**src/rtl/mvpf_pkg.sv**
```systemverilog
// ----------------------------------------------------------------------------
// Motion-vector packet framer package
// Shared constants, the operation word passed from front end to back end,
// and the back-end phase type.
// ----------------------------------------------------------------------------
`default_nettype none

package mvpf_pkg;

  localparam int PACKET_WORDS = 256;
  localparam int CHUNK_WORDS  = 768;
  localparam int MAX_VECTORS  = 8192;

  localparam int IDX_W  = 14;  // array index and output position
  localparam int FILL_W = 10;  // words in the current chunk
  localparam int HALF_W = 16;

  localparam int QUEUE_DEPTH = 4;

  localparam logic [31:0] HDR_WORD0 = 32'h0854_564E;
  localparam logic [31:0] HDR_WORD1 = 32'h4154_454D;
  localparam logic [31:0] HDR_WORD3 = 32'h1000_0801;
  localparam logic [31:0] MARK_WORD = 32'h0954_564E;

  localparam logic [15:0] SIZE_LIMIT_RESET = 16'd40000;

  // What the back end does with one queued entry
  typedef enum logic [1:0] {
    OP_WORD,    // one word
    OP_MARKED,  // one word, preceded by a marker on a packet boundary
    OP_PAIR,    // the given word, then the third header constant
    OP_REJECT   // rejection result
  } op_kind_t;

  typedef struct packed {
    op_kind_t    kind;
    logic [31:0] word;
    logic        last;   // final word of the frame
    logic        first;  // first word of the frame: restart the counters
  } op_t;

  typedef enum logic {
    PH_FIRST,
    PH_SECOND
  } phase_t;

endpackage

`default_nettype wire

```
**src/rtl/mvpf_front.sv**
```systemverilog
// ----------------------------------------------------------------------------
// Motion-vector packet framer front end
// Accepts array words, tracks the array index, runs the frame checks and
// turns each word into at most one queued operation.
// ----------------------------------------------------------------------------
`default_nettype none

module mvpf_front (
  input  wire logic         clk,
  input  wire logic         rst,
  input  wire logic         cfg_write,
  input  wire logic [15:0]  cfg_data,
  input  wire logic         in_valid,
  output logic              in_ready,
  input  wire logic [31:0]  data_word,
  input  wire logic         frame_start,
  input  wire logic         q_full,
  output logic              push,
  output mvpf_pkg::op_t     push_op
);
  import mvpf_pkg::*;

  // array word positions
  localparam logic [IDX_W-1:0] W_SIZE  = IDX_W'(0);
  localparam logic [IDX_W-1:0] W_TAG   = IDX_W'(1);
  localparam logic [IDX_W-1:0] W_SKIP0 = IDX_W'(2);
  localparam logic [IDX_W-1:0] W_HI0   = IDX_W'(3);
  localparam logic [IDX_W-1:0] W_LO0   = IDX_W'(4);
  localparam logic [IDX_W-1:0] W_SKIP1 = IDX_W'(5);
  localparam logic [IDX_W-1:0] W_SKIP2 = IDX_W'(6);
  localparam logic [IDX_W-1:0] W_HI1   = IDX_W'(7);
  localparam logic [IDX_W-1:0] W_LO1   = IDX_W'(8);
  localparam logic [IDX_W-1:0] W_HI2   = IDX_W'(9);
  localparam logic [IDX_W-1:0] W_LO2   = IDX_W'(10);
  localparam logic [IDX_W-1:0] W_HI3   = IDX_W'(11);
  localparam logic [IDX_W-1:0] W_LO3   = IDX_W'(12);
  localparam logic [IDX_W-1:0] W_COUNT = IDX_W'(13);
  localparam logic [IDX_W-1:0] W_VEC0  = IDX_W'(14);

  // positions after the last vector word
  localparam logic [IDX_W-1:0] T_HI_A = IDX_W'(0);
  localparam logic [IDX_W-1:0] T_LO_A = IDX_W'(1);
  localparam logic [IDX_W-1:0] T_HI_B = IDX_W'(2);

  logic [15:0]       meta_size_limit;
  logic [IDX_W-1:0]  word_index, word_index_next;
  logic [IDX_W-1:0]  vector_count, vector_count_next;
  logic [HALF_W-1:0] half_hold, half_hold_next;
  logic              frame_active, frame_active_next;

  logic              accept;
  logic              live;
  logic [IDX_W-1:0]  idx;
  logic [IDX_W-1:0]  rel;
  logic [IDX_W-1:0]  tail;
  logic [31:0]       packed_word;

  assign in_ready    = !q_full;
  assign accept      = in_valid && in_ready;
  assign live        = accept && (frame_start || frame_active);
  assign idx         = frame_start ? '0 : word_index;
  assign rel         = idx - W_VEC0;
  assign tail        = rel - vector_count;
  assign packed_word = {half_hold, data_word[HALF_W-1:0]};

  always_comb begin
    word_index_next   = word_index;
    vector_count_next = vector_count;
    half_hold_next    = half_hold;
    frame_active_next = frame_active;
    push              = 1'b0;
    push_op           = '{kind: OP_WORD, word: data_word, last: 1'b0, first: 1'b0};

    if (live) begin
      word_index_next = idx + IDX_W'(1);
      if (frame_start) begin
        frame_active_next = 1'b1;
        vector_count_next = '0;
        half_hold_next    = '0;
      end

      unique case (idx)
        W_SIZE: begin
          push = 1'b1;
          if (data_word[15:0] >= meta_size_limit && data_word[19:16] == 4'd0) begin
            push_op.kind      = OP_REJECT;
            frame_active_next = 1'b0;
          end else begin
            push_op.word  = HDR_WORD0;
            push_op.first = 1'b1;
          end
        end
        W_TAG: begin
          push         = 1'b1;
          push_op.word = HDR_WORD1;
        end
        W_SKIP0, W_SKIP1, W_SKIP2: begin
        end
        W_HI0, W_HI1, W_HI2, W_HI3: begin
          half_hold_next = data_word[HALF_W-1:0];
        end
        W_LO0: begin
          push         = 1'b1;
          push_op.kind = OP_PAIR;
          push_op.word = packed_word;
        end
        W_LO1, W_LO2, W_LO3: begin
          push         = 1'b1;
          push_op.word = packed_word;
        end
        W_COUNT: begin
          if (data_word > 32'(MAX_VECTORS)) begin
            push              = 1'b1;
            push_op.kind      = OP_REJECT;
            frame_active_next = 1'b0;
          end else begin
            vector_count_next = data_word[IDX_W-1:0];
          end
        end
        default: begin
          if (rel < vector_count) begin
            push         = 1'b1;
            push_op.kind = OP_MARKED;
          end else if (tail == T_HI_A || tail == T_HI_B) begin
            half_hold_next = data_word[HALF_W-1:0];
          end else if (tail == T_LO_A) begin
            push         = 1'b1;
            push_op.kind = OP_MARKED;
            push_op.word = packed_word;
          end else begin
            push              = 1'b1;
            push_op.word      = packed_word;
            push_op.last      = 1'b1;
            frame_active_next = 1'b0;
          end
        end
      endcase
    end
  end

  always_ff @(posedge clk) begin
    if (rst) begin
      meta_size_limit <= SIZE_LIMIT_RESET;
      word_index      <= '0;
      vector_count    <= '0;
      half_hold       <= '0;
      frame_active    <= 1'b0;
    end else begin
      if (cfg_write) begin
        meta_size_limit <= cfg_data;
      end
      word_index   <= word_index_next;
      vector_count <= vector_count_next;
      half_hold    <= half_hold_next;
      frame_active <= frame_active_next;
    end
  end

endmodule

`default_nettype wire

```
**src/rtl/mvpf_queue.sv**
```systemverilog
// ----------------------------------------------------------------------------
// Motion-vector packet framer operation queue
// Small first-in first-out buffer between front end and back end.
// ----------------------------------------------------------------------------
`default_nettype none

module mvpf_queue (
  input  wire logic          clk,
  input  wire logic          rst,
  input  wire logic          push,
  input  wire mvpf_pkg::op_t push_op,
  output logic               full,
  input  wire logic          pop,
  output logic               head_valid,
  output mvpf_pkg::op_t      head_op
);
  import mvpf_pkg::*;

  localparam int PTR_W = $clog2(QUEUE_DEPTH);
  localparam int CNT_W = $clog2(QUEUE_DEPTH + 1);

  op_t              slots [QUEUE_DEPTH];
  logic [PTR_W-1:0] wr_ptr, rd_ptr;
  logic [CNT_W-1:0] count, count_next;

  assign full       = (count == CNT_W'(QUEUE_DEPTH));
  assign head_valid = (count != '0);
  assign head_op    = slots[rd_ptr];

  always_comb begin
    unique case ({push, pop})
      2'b10:   count_next = count + CNT_W'(1);
      2'b01:   count_next = count - CNT_W'(1);
      default: count_next = count;
    endcase
  end

  always_ff @(posedge clk) begin
    if (push) begin
      slots[wr_ptr] <= push_op;
    end
  end

  always_ff @(posedge clk) begin
    if (rst) begin
      wr_ptr <= '0;
      rd_ptr <= '0;
      count  <= '0;
    end else begin
      if (push) begin
        wr_ptr <= (wr_ptr == PTR_W'(QUEUE_DEPTH - 1)) ? '0 : wr_ptr + PTR_W'(1);
      end
      if (pop) begin
        rd_ptr <= (rd_ptr == PTR_W'(QUEUE_DEPTH - 1)) ? '0 : rd_ptr + PTR_W'(1);
      end
      count <= count_next;
    end
  end

endmodule

`default_nettype wire

```
**src/rtl/mvpf_back.sv**
```systemverilog
// ----------------------------------------------------------------------------
// Motion-vector packet framer back end
// Turns queued operations into output words, inserts packet markers,
// counts link chunks and holds the result in the output register.
// ----------------------------------------------------------------------------
`default_nettype none

module mvpf_back (
  input  wire logic          clk,
  input  wire logic          rst,
  input  wire logic          head_valid,
  input  wire mvpf_pkg::op_t head_op,
  output logic               pop,
  output logic               out_valid,
  input  wire logic          out_ready,
  output logic [31:0]        tx_word,
  output logic               chunk_last,
  output logic               frame_last,
  output logic               rejected
);
  import mvpf_pkg::*;

  phase_t            phase, phase_next;
  logic [IDX_W-1:0]  out_position;
  logic [FILL_W-1:0] chunk_fill;

  logic              can_load;
  logic              fire;
  logic [IDX_W-1:0]  base_pos;
  logic [FILL_W-1:0] base_fill;
  logic [FILL_W:0]   fill;
  logic              mark_due;
  logic              cl;
  logic [31:0]       emit_word;
  logic              emit_last;
  logic              emit_reject;

  assign can_load  = !out_valid || out_ready;
  assign fire      = head_valid && can_load;
  assign base_pos  = head_op.first ? '0 : out_position;
  assign base_fill = head_op.first ? '0 : chunk_fill;
  assign fill      = {1'b0, base_fill} + (FILL_W + 1)'(1);
  assign mark_due  = (IDX_W'(base_pos % IDX_W'(PACKET_WORDS)) == '0);
  assign cl        = emit_last || (fill >= (FILL_W + 1)'(CHUNK_WORDS));

  // phase sequencing for two-word operations
  always_comb begin
    phase_next = phase;
    if (fire) begin
      unique case (phase)
        PH_FIRST: begin
          if (head_op.kind == OP_PAIR || (head_op.kind == OP_MARKED && mark_due)) begin
            phase_next = PH_SECOND;
          end
        end
        PH_SECOND: phase_next = PH_FIRST;
      endcase
    end
  end

  // word selection and queue pop
  always_comb begin
    emit_word   = head_op.word;
    emit_last   = head_op.last;
    emit_reject = 1'b0;
    pop         = 1'b0;
    unique case (phase)
      PH_FIRST: begin
        unique case (head_op.kind)
          OP_WORD: pop = fire;
          OP_MARKED: begin
            if (mark_due) begin
              emit_word = MARK_WORD;
              emit_last = 1'b0;
            end else begin
              pop = fire;
            end
          end
          OP_PAIR: emit_last = 1'b0;
          OP_REJECT: begin
            emit_reject = 1'b1;
            pop         = fire;
          end
        endcase
      end
      PH_SECOND: begin
        pop = fire;
        if (head_op.kind == OP_PAIR) begin
          emit_word = HDR_WORD3;
          emit_last = 1'b0;
        end
      end
    endcase
  end

  always_ff @(posedge clk) begin
    if (fire) begin
      tx_word    <= emit_reject ? 32'd0 : emit_word;
      chunk_last <= !emit_reject && cl;
      frame_last <= emit_reject || emit_last;
      rejected   <= emit_reject;
    end
  end

  always_ff @(posedge clk) begin
    if (rst) begin
      phase        <= PH_FIRST;
      out_position <= '0;
      chunk_fill   <= '0;
      out_valid    <= 1'b0;
    end else begin
      phase <= phase_next;
      if (fire && !emit_reject) begin
        out_position <= base_pos + IDX_W'(1);
        chunk_fill   <= cl ? '0 : fill[FILL_W-1:0];
      end
      if (fire) begin
        out_valid <= 1'b1;
      end else if (out_ready) begin
        out_valid <= 1'b0;
      end
    end
  end

endmodule

`default_nettype wire

```
**src/rtl/motion_vector_packet_framer.sv**
```systemverilog
// ----------------------------------------------------------------------------
// Motion-vector packet framer
// Frames a metadata array into header, vector and trailer words for a
// display link, with packet markers and link chunk marks.
// ----------------------------------------------------------------------------
// Feed the metadata array one word per cycle on the input channel, with
// frame_start high on array word 0. Word 0 and word 13 are checked; a frame
// that fails is answered, after any header words already sent, by a word
// with rejected and frame_last high (tx_word zero), and its remaining words
// are swallowed up to the next frame_start. A good frame leaves as a
// seven-word header, the vector words, and two packed trailer words; a
// marker word is slipped in ahead of any vector or first trailer word that
// would start a 256-word packet, and chunk_last flags every 768th word as
// well as the frame's final word. Throughput: the input takes one word per
// cycle while the four-entry operation queue has room. Words that produce
// nothing never reach the back end. The back end sends one word per cycle
// while out_ready is high, so an input word that yields two output words
// (header word 4, or a word that gets a marker) holds it for both; the
// queue soaks up these bursts and the input stalls only once it fills. An
// accepted word is first written into the queue and then loaded from it
// into the output register, where out_valid rises.
// meta_size_limit is written through cfg_write/cfg_data and resets to
// 40000; write it only while the block is idle. frame_start in mid-frame
// drops the old frame silently.
// ----------------------------------------------------------------------------
`default_nettype none

module motion_vector_packet_framer (
  input  wire logic        clk,
  input  wire logic        rst,
  input  wire logic        cfg_write,
  input  wire logic [15:0] cfg_data,
  input  wire logic        in_valid,
  output logic             in_ready,
  input  wire logic [31:0] data_word,
  input  wire logic        frame_start,
  output logic             out_valid,
  input  wire logic        out_ready,
  output logic [31:0]      tx_word,
  output logic             chunk_last,
  output logic             frame_last,
  output logic             rejected
);
  import mvpf_pkg::*;

  logic q_full;
  logic push;
  op_t  push_op;
  logic pop;
  logic head_valid;
  op_t  head_op;

  // front end: index, checks, classification of each word
  mvpf_front u_front (
    .clk         (clk),
    .rst         (rst),
    .cfg_write   (cfg_write),
    .cfg_data    (cfg_data),
    .in_valid    (in_valid),
    .in_ready    (in_ready),
    .data_word   (data_word),
    .frame_start (frame_start),
    .q_full      (q_full),
    .push        (push),
    .push_op     (push_op)
  );

  // decouple the two halves so each can stall on its own
  mvpf_queue u_queue (
    .clk        (clk),
    .rst        (rst),
    .push       (push),
    .push_op    (push_op),
    .full       (q_full),
    .pop        (pop),
    .head_valid (head_valid),
    .head_op    (head_op)
  );

  // back end: markers, chunk count, output register
  mvpf_back u_back (
    .clk        (clk),
    .rst        (rst),
    .head_valid (head_valid),
    .head_op    (head_op),
    .pop        (pop),
    .out_valid  (out_valid),
    .out_ready  (out_ready),
    .tx_word    (tx_word),
    .chunk_last (chunk_last),
    .frame_last (frame_last),
    .rejected   (rejected)
  );

endmodule

`default_nettype wire

```
**config.mk**
```make
export PLATFORM = sky130hd
export DESIGN_NAME = motion_vector_packet_framer
export DESIGN_NICKNAME = d
export VERILOG_FILES = /design/src/rtl/mvpf_pkg.sv /design/src/rtl/mvpf_front.sv /design/src/rtl/mvpf_queue.sv /design/src/rtl/mvpf_back.sv /design/src/rtl/motion_vector_packet_framer.sv
export SDC_FILE = /design/constraint.sdc
export NUM_CORES = 1
export LEC_CHECK = 0
export BUFFER_PORTS_ARGS = -buffer_cell sky130_fd_sc_hd__buf_2
export CORE_MARGIN = 2
export CORE_UTILIZATION = 59
export DETAILED_ROUTE_END_ITERATION = 8
export PLACE_DENSITY = 0.85
export SYNTH_ARGS = -nofsm -noshare
export SYNTH_HDL_FRONTEND = slang
export SYNTH_HIERARCHICAL = 1
export SYNTH_SLANG_ARGS = --single-unit
```
**constraint.sdc**
```tcl
create_clock -name clk -period 7.5 [get_ports clk]
set_input_delay 1.5 -clock clk [delete_from_list [all_inputs] [get_ports clk]]
set_output_delay 1.5 -clock clk [all_outputs]
set_load 0.005 [all_outputs]
```
### After elaboration in Yosys (flattened, before gate mapping)

Memory sizes are Yosys's and may differ from the RTL's. A register that Yosys moved wholly into a read port is not among the register bits.
Index checks and enable logic that the tools add are counted.

* output and inout port bits: 37
* flip-flop bits (word level): 129
* input port bits: 54
* RAM bits: 144
* logic and storage cells: 149
* memories: 1

Memory list
* u_queue.slots: words 4, width 36, rd ports 1, clocked after memory_dff 1, write ports 1, line mvpf_queue.sv:22 `op_t slots [QUEUE_DEPTH];`

* mux-type cells: 61
* order comparisons: 4
* reductions and logical operators: 34
* $add $sub $neg: 9
* bitwise gates (word level): 1
* eq/ne operators: 23

Operator list (number)
* $mux 32: 4
* $pmux 32 s4: 1
* $eq 14x4->1 const B: 6
* $mux 14: 5
* $pmux 32 s2: 1
* $eq 14x3->1 const B: 4
* $mux 16: 3
* $eq 14x2->1 const B: 3
* $logic_not 14->1: 3
* $mux 36: 1
* $mux 35: 1
* $mux 33: 1
* $gt 32x14->1 const B: 1
* $pmux 16 s2: 1
* $add 14x1->14 const B: 2
* $eq 14x1->1 const B: 2
* $mux 1: 25
* $mux 10: 2
* $ge 16x16->1: 1
* $lt 14x14->1: 1
* $mux 2: 7
* $reduce_or 14->1: 1
* $sub 14x14->14: 1
* $sub 14x4->14 const B: 1
* 28 further kinds: 54

### Longest topological paths before layout

* depth after elaboration: 11
* mapped depth: 27
* depth with buffers taken out: 24

### Modules after synthesis

Netlist, hierarchy kept.

Modules (own cells, without submodules)
* mvpf_queue: instances 1, cells each 232, area an instance 5689.2 um^2, sequential area each 4504.3 um^2
* mvpf_front: instances 1, cells each 595, area an instance 4699.5 um^2, sequential area each 1221.2 um^2
* mvpf_back: instances 1, cells each 233, area an instance 2590.0 um^2, sequential area each 1451.4 um^2

### Least setup slack after synthesis

Ideal clock, no wire load.

* path type: input to register
* start: input port frame_start
* end: memory u_queue/slots[0][0] (netlist bit) (enable)
* library setup time: 0.397 ns
* arrival time: 6.297 ns
* data required time: 7.103 ns
* slack: 0.806 ns
* stages on the path: 22
* cells stage by stage: clkbuf_1 -> inv_1 -> clkbuf_1 -> nand2_1 -> inv_1 -> ha_1 -> clkbuf_1 -> a2111oi_0 -> xnor2_1 -> nand2_1 -> ha_1 -> buf_2 -> a21oi_1 -> o21ai_1 -> or4_1 -> o22ai_1 -> nor2_1 -> o21a_1 -> nand3_1 -> o21ai_0 -> a21oi_1 -> and2_1

* word-level cells in the longest chain between the ends: 11
* elaborated cells between the ends (all ways): 31
* classes of those cells: 2 x add/sub; 1 x order compare; 14 x eq/ne; 7 x mux; 7 x reduce/logical

RTL lines
* start: declaration: line motion_vector_packet_framer.sv:36 `input wire logic frame_start,`
* $mux 14: line mvpf_front.sv:61 `assign idx = frame_start ? '0 : word_index;`
* $sub 14x4->14: line mvpf_front.sv:62 `assign rel = idx - W_VEC0;`
* $sub 14x14->14: line mvpf_front.sv:63 `assign tail = rel - vector_count;`
* $eq 14x2->1 / $logic_not 14->1 (equally long branches): line mvpf_front.sv:124 `end else if (tail == T_HI_A || tail == T_HI_B) begin`
* $logic_or 1x1->1: line mvpf_front.sv:124
* $mux 1: line mvpf_front.sv:124
* $mux 1: line mvpf_front.sv:121 `if (rel < vector_count) begin`
* $pmux 1 s3: line mvpf_front.sv:82 `unique case (idx)`
* $mux 1 *: line mvpf_front.sv:74 `if (live) begin`
* named net push: line motion_vector_packet_framer.sv:47 `logic push;`
* $mux 1 *: line mvpf_queue.sv:39 `if (push) begin`
* $mux 1 (implied by the code) *: line mvpf_queue.sv:40 `slots[wr_ptr] <= push_op;`
* end: declaration: line mvpf_queue.sv:22

Mark *: on every way through the listed nets, which the timed path passes. The rest lies on a longest branch.

### Worst setup path in the final report

* start: input port frame_start
* end: register u_queue.count[2]

* word-level cells in the longest chain between the ends: 11
* elaborated cells between the ends (all ways): 33
* classes of those cells: 2 x add/sub; 1 x order compare; 16 x eq/ne; 6 x mux; 8 x reduce/logical

RTL lines
* $mux 14: line mvpf_front.sv:61
* $sub 14x4->14: line mvpf_front.sv:62
* $sub 14x14->14: line mvpf_front.sv:63
* $eq 14x2->1 / $logic_not 14->1 (equally long branches): line mvpf_front.sv:124
* $logic_or 1x1->1: line mvpf_front.sv:124
* $mux 1: line mvpf_front.sv:124
* $mux 1: line mvpf_front.sv:121
* $pmux 1 s3: line mvpf_front.sv:82
* $mux 1 *: line mvpf_front.sv:74
* named net push: line motion_vector_packet_framer.sv:47
* $eq 2x1->1 / $eq 2x2->1 (equally long branches): line mvpf_queue.sv:31 `unique case ({push, pop})`
* $pmux 3 s2 / $reduce_bool 2->1 (equally long branches)
* end signal: assignment: line mvpf_queue.sv:56 `count <= count_next;`
* end: declaration: line mvpf_queue.sv:24 `logic [CNT_W-1:0] count, count_next;`

Marks and branches as above.
A chain may end at the register's enable or synchronous reset.

==> metrics list <==
- The path with the worst hold slack has its endpoint at u_back/chunk_fill[7]$_SDFFE_PP0P_.
* Post-route worst hold slack: 0.477 ns
- Entering global routing, the biggest net connects 63 pins.
- Count of hold buffers inserted by post-cts repair: 0
- CTS root buf: sky130_fd_sc_hd__clkbuf_16
- Arithmetic-cell share of the synthesized area counting full adders, half adders and majority gates: 4.74%
- Number of buffers between clock root and the deepest sink: 3
- In the synthesized netlist, the number of instances is 1060.
- Half-perimeter wire length after detailed placement: 20300 um
- IR analysis of the VDD net gives a maximum drop of between 0.15 and 0.2 mV.
- For this run, asynchronously set or reset flops after synthesis account for 0%.
- The clock reaches the later pin of the worst-skew pair after 0.53 ns.
- Die outline width: 152 um
* Maximum capacitance violations: 0
* Level count of the clock H-tree: 1
- Via count of the routed design: 9225
* FF-to-FF setup slack: about 2.1 ns
- Starting Density: 59.8%
- Total internal power: 3.07 mW
* Register bit total from synthesis: 269
- Hold crit path type: reg -> reg
* Start-to-end type of the worst setup path: in -> reg
* Postcts setup bufs: 0
- Total global routing overflow: 0
- Fraction of the cycle the final worst path needs: between 80% and 90%
* Largest driver fanout on the critical path: 20
* CP cell instances: buf_2 -> buf_4 -> nor2b_1 -> ha_1 -> a2111oi_0 -> xnor2_1 -> nand2_1 -> ha_1 -> a21oi_1 -> o21ai_1 -> or4_1 -> o22ai_1 -> nor2_1 -> o21a_1 -> nand3_1 -> o21ai_0 -> a21oi_1 -> inv_1 -> ha_1 -> fa_1 -> xnor2_1 -> or3_1 -> a21oi_1
* Final Critical Period: 6.23 ns
- Launching element type of the critical path: primary input
- For this run, the slowest stage of the critical path takes 0.53 ns.
- Counting instances, the worst hold path has a depth of 1.
* YS warnings: 6
- Switching portion of total power: 28.8%
* Placer Congestion: 0.897
- Vias/cell: around 6.4
- The most used flip-flop cell after synthesis is sky130_fd_sc_hd__edfxtp_1.
- Placeable core region: between 20000 and 25000 um^2
- Overall global routing resource usage: 25.7%
- Status: completed
* Number of DRC markers in iteration 0: 856
- Final Net Count: 1251
- The netlist uses 94 different library cells.
- For this run, the share of the core covered by cells in the final layout is between 60% and 70%.
- Summed over its instances, the top area cell type makes up 41.4% of the synthesized netlist area.
- Counting flops with a built-in enable in the synthesized netlist gives 179.
* Post-synth design cell area: 13000 um^2
* Reg-to-Reg End: u_queue/count[2]$_SDFFE_PP0P_
* Multiplexer share of the synthesized area: 8.05%
- Portion of total power attributed to the clock network: 30.6%
- The first global-routing pass estimated 47800 um of wire.
- Number of top-level pins: 91
- The startpoint identified for the worst hold timing path is u_back/chunk_fill[7]$_SDFFE_PP0P_.
* RR Startpoint: u_front/word_index[1]$_SDFFE_PP0P_
* Dominant cell type by area after synthesis: sky130_fd_sc_hd__edfxtp_1
- Input/output buffers: 90
- Dividing the detail-routed wire length by the instance count gives 21.0 um.
- Setup repair after global routing left no endpoint under its margin.
* Power, Total: 4.31 mW
* Combinational family with the most area after synthesis: compound AO/OA/AOI/OAI gates
- Summed over all cells, the static leakage comes to roughly 5.3 nW.
* Crit path required time: 7.94 ns
- Synthesis produced a netlist with a net count of between 1000 and 1500.
* DRC violation count after routing: 0
- The synthesized netlist devotes 1.89% of its cell area to XOR and XNOR gates.
- Synthesized-area fraction occupied by and/or/nand/nor cells: 12.1%
* Dpl ws: around 0.8 ns
- Area growth, synth to finish: 11.6%
* Sw power: 1.24 mW
- Compound-Gate Fraction of Synth Area: between 10 and 15%
- Setup TNS Final: 0 ns
* Syn Area/Cell: approximately 12 um^2
* Die H: 152 um
* Clock slew at reported path FFs: 0.06 ns
- Of the cells placed in the final design, the portion with a size suffix greater than 1 is 17.7%.
- Proportion of power drawn by flip-flops and latches: 44.6%
- Once routing completed, OpenROAD measured the worst setup slack at 1.27 ns.
* Arrival time worst endpoint: about 6.7 ns
- The final count of pins violating max slew came to 0.
* Part of the Yosys area used for sequential elements: a little under three fifths
- Static timing analysis puts the maximum clock frequency at 0.160 GHz.
- Clock tree skew after final layout: 0.0162 ns
- At the pin with the least slew margin, the transition time is around 1.2 ns.
- Post-cts repair resize count: 0
- Per report_power, the combinational group accounts for 24.8% of the total.
- Routed Antenna Nets: 0
- Row generation in the floorplan step produced 54 rows.
- Number of failing hold endpoints at the final stage: 0
* Antenna violations before repair: 0
* Die outline area: 23200 um^2
- Count of final setup violators: 0
- Summed over all layers, the routed wires come to between 30000 and 40000 um.
* Critical-path top delay cell: sky130_fd_sc_hd__a2111oi_0
- The worst setup path is captured at a flop.
* Area contributors post-synth: sky130_fd_sc_hd__edfxtp_1 41%, sky130_fd_sc_hd__dfxtp_1 14%, sky130_fd_sc_hd__mux4_2 5.2%
* Number of global-route vias before repair: 8949
- The number of cells on the worst reg-to-reg path is 22.
- TritonCTS built the clock tree.
* Ant diodes: 0
- Power Density: 298 nW/um^2
* Pre-antenna DRT Iters: 6
- Worst slew slack as a fraction of its limit: between 10% and 20%
* TritonCTS buffer count: 27
- Counting every sink on the clock net gives 269.
-- sequential cells by signal, indices dropped and copies added, names as in the netlist, named ones only --
| register | cells |
|---|---|
| u_queue/slots | 144 |
| u_back/tx_word | 32 |
| u_front/half_hold | 16 |
| u_front/meta_size_limit | 16 |
| u_front/vector_count | 14 |
| u_front/word_index | 14 |
| u_back/chunk_fill | 10 |
| u_back/out_position | 8 |
| u_queue/count | 3 |
| u_queue/rd_ptr | 2 |
| u_queue/wr_ptr | 2 |
| u_back/chunk_last | 1 |
| u_back/frame_last | 1 |
| u_back/out_valid | 1 |
| u_back/phase | 1 |
| u_back/rejected | 1 |
| u_front/frame_active | 1 |
-- area by class of cell --
type,instances,area (um^2)
Fill cell,1523,7210
Multi-Input combinational cell,691,5330
Inverter,56,210
Sequential cell,269,7180
Tap cell,280,350
Timing Repair Buffer,104,556
Clock inverter,14,153
Clock buffer,36,709
-- cells in the mapped netlist, drive strengths merged (9+ instances only) --
cell,instances
xnor2,17
a31oi,11
nor2,93
nor4,9
xor2,11
dfxtp,90
a21oi,56
a21o,21
mux4,36
nor3,9
a22oi,19
nand2,69
a22o,19
edfxtp,179
and2,30
o21a,20
nand4,12
ha,46
inv,56
mux2i,20
nand3,13
clkbuf,25
nor2b,14
nand2b,11
o21ai,36
buf,19
-- cells in the final DEF, fill, tap and decap left out, types with 6 or more instances in the layout --
cell / n
sky130_fd_sc_hd__nand3_1: 12
sky130_fd_sc_hd__dfxtp_1: 89
sky130_fd_sc_hd__inv_1: 54
sky130_fd_sc_hd__xnor2_1: 17
sky130_fd_sc_hd__a22oi_1: 18
sky130_fd_sc_hd__a22o_1: 19
sky130_fd_sc_hd__nor3_1: 8
sky130_fd_sc_hd__nor2b_1: 13
sky130_fd_sc_hd__and3_1: 7
sky130_fd_sc_hd__nor4_1: 7
sky130_fd_sc_hd__mux2i_1: 20
sky130_fd_sc_hd__o211ai_1: 7
sky130_fd_sc_hd__nand4_1: 11
sky130_fd_sc_hd__a31oi_1: 11
sky130_fd_sc_hd__clkbuf_1: 9
sky130_fd_sc_hd__nand2_1: 68
sky130_fd_sc_hd__clkbuf_16: 27
sky130_fd_sc_hd__mux4_2: 30
sky130_fd_sc_hd__nand2b_1: 10
sky130_fd_sc_hd__a32o_1: 8
sky130_fd_sc_hd__ha_1: 46
sky130_fd_sc_hd__o21ai_1: 9
sky130_fd_sc_hd__a21o_1: 21
sky130_fd_sc_hd__o21ai_0: 27
sky130_fd_sc_hd__nor2_1: 93
sky130_fd_sc_hd__xor2_1: 11
sky130_fd_sc_hd__a21oi_1: 54
sky130_fd_sc_hd__edfxtp_1: 179
sky130_fd_sc_hd__a2bb2oi_1: 6
sky130_fd_sc_hd__buf_4: 14
sky130_fd_sc_hd__buf_2: 90
sky130_fd_sc_hd__o21a_1: 20
sky130_fd_sc_hd__and2_1: 29
sky130_fd_sc_hd__mux4_1: 6
sky130_fd_sc_hd__or4_1: 8
-- worst max path at each step --
stage / end / startpoint / slack, ns
after floorplan: u_queue/slots[0][0]$_DFFE_PP_ / frame_start / 0.81
after global placement: u_queue/count[2]$_SDFFE_PP0P_ / frame_start / 0.89
after detailed placement: u_queue/count[2]$_SDFFE_PP0P_ / frame_start / 0.80
after CTS: u_queue/count[2]$_SDFFE_PP0P_ / frame_start / 1.29
after global routing: u_queue/count[2]$_SDFFE_PP0P_ / frame_start / 0.87
final: u_queue/count[2]$_SDFFE_PP0P_ / frame_start / 1.27
-- critical path: cells and delay by family --
family	cells	cell delay (ns)
compound gates	8	1.98
xor+xnor	2	0.32
fa+ha+maj	4	1.33
buf+inv	3	0.43
simple gates	6	1.12
-- logic make-up after synthesis --
logic type / Yosys count
flops: 269
simple gates: 301
mux: 57
xor+xnor: 28
compound gates: 257
fa+ha+maj: 48
buf+inv: 100
-- per-stage QoR --
stage	cell area, um^2	instances
floorplan	13000	1060
global placement	13600	1400
detailed placement	13600	1400
CTS	14500	1450
global route	14500	1450
finish	14500	1450
-- power by group through the flow --
stage / logic [mW] / clock network (mW) / registers (mW)
after detailed placement: 1.05 / 0 / 1.95
after CTS: 1.07 / 1.33 / 1.92
after global placement: 1.01 / 0 / 1.94
final: 1.07 / 1.32 / 1.92
after floorplan: 0.744 / 0 / 1.95
after global routing: 1.16 / 1.40 / 1.94
-- metal layers --
metal	up-vias	routed length, um	track usage (%)
met2	516	14800	43.1
met4	0	909	6.85
li1	4180	-	-
met5	-	0	0
met3	88	2730	4.04
met1	4441	12000	35.2
Note: power is estimated with default switching activity, not from simulation.
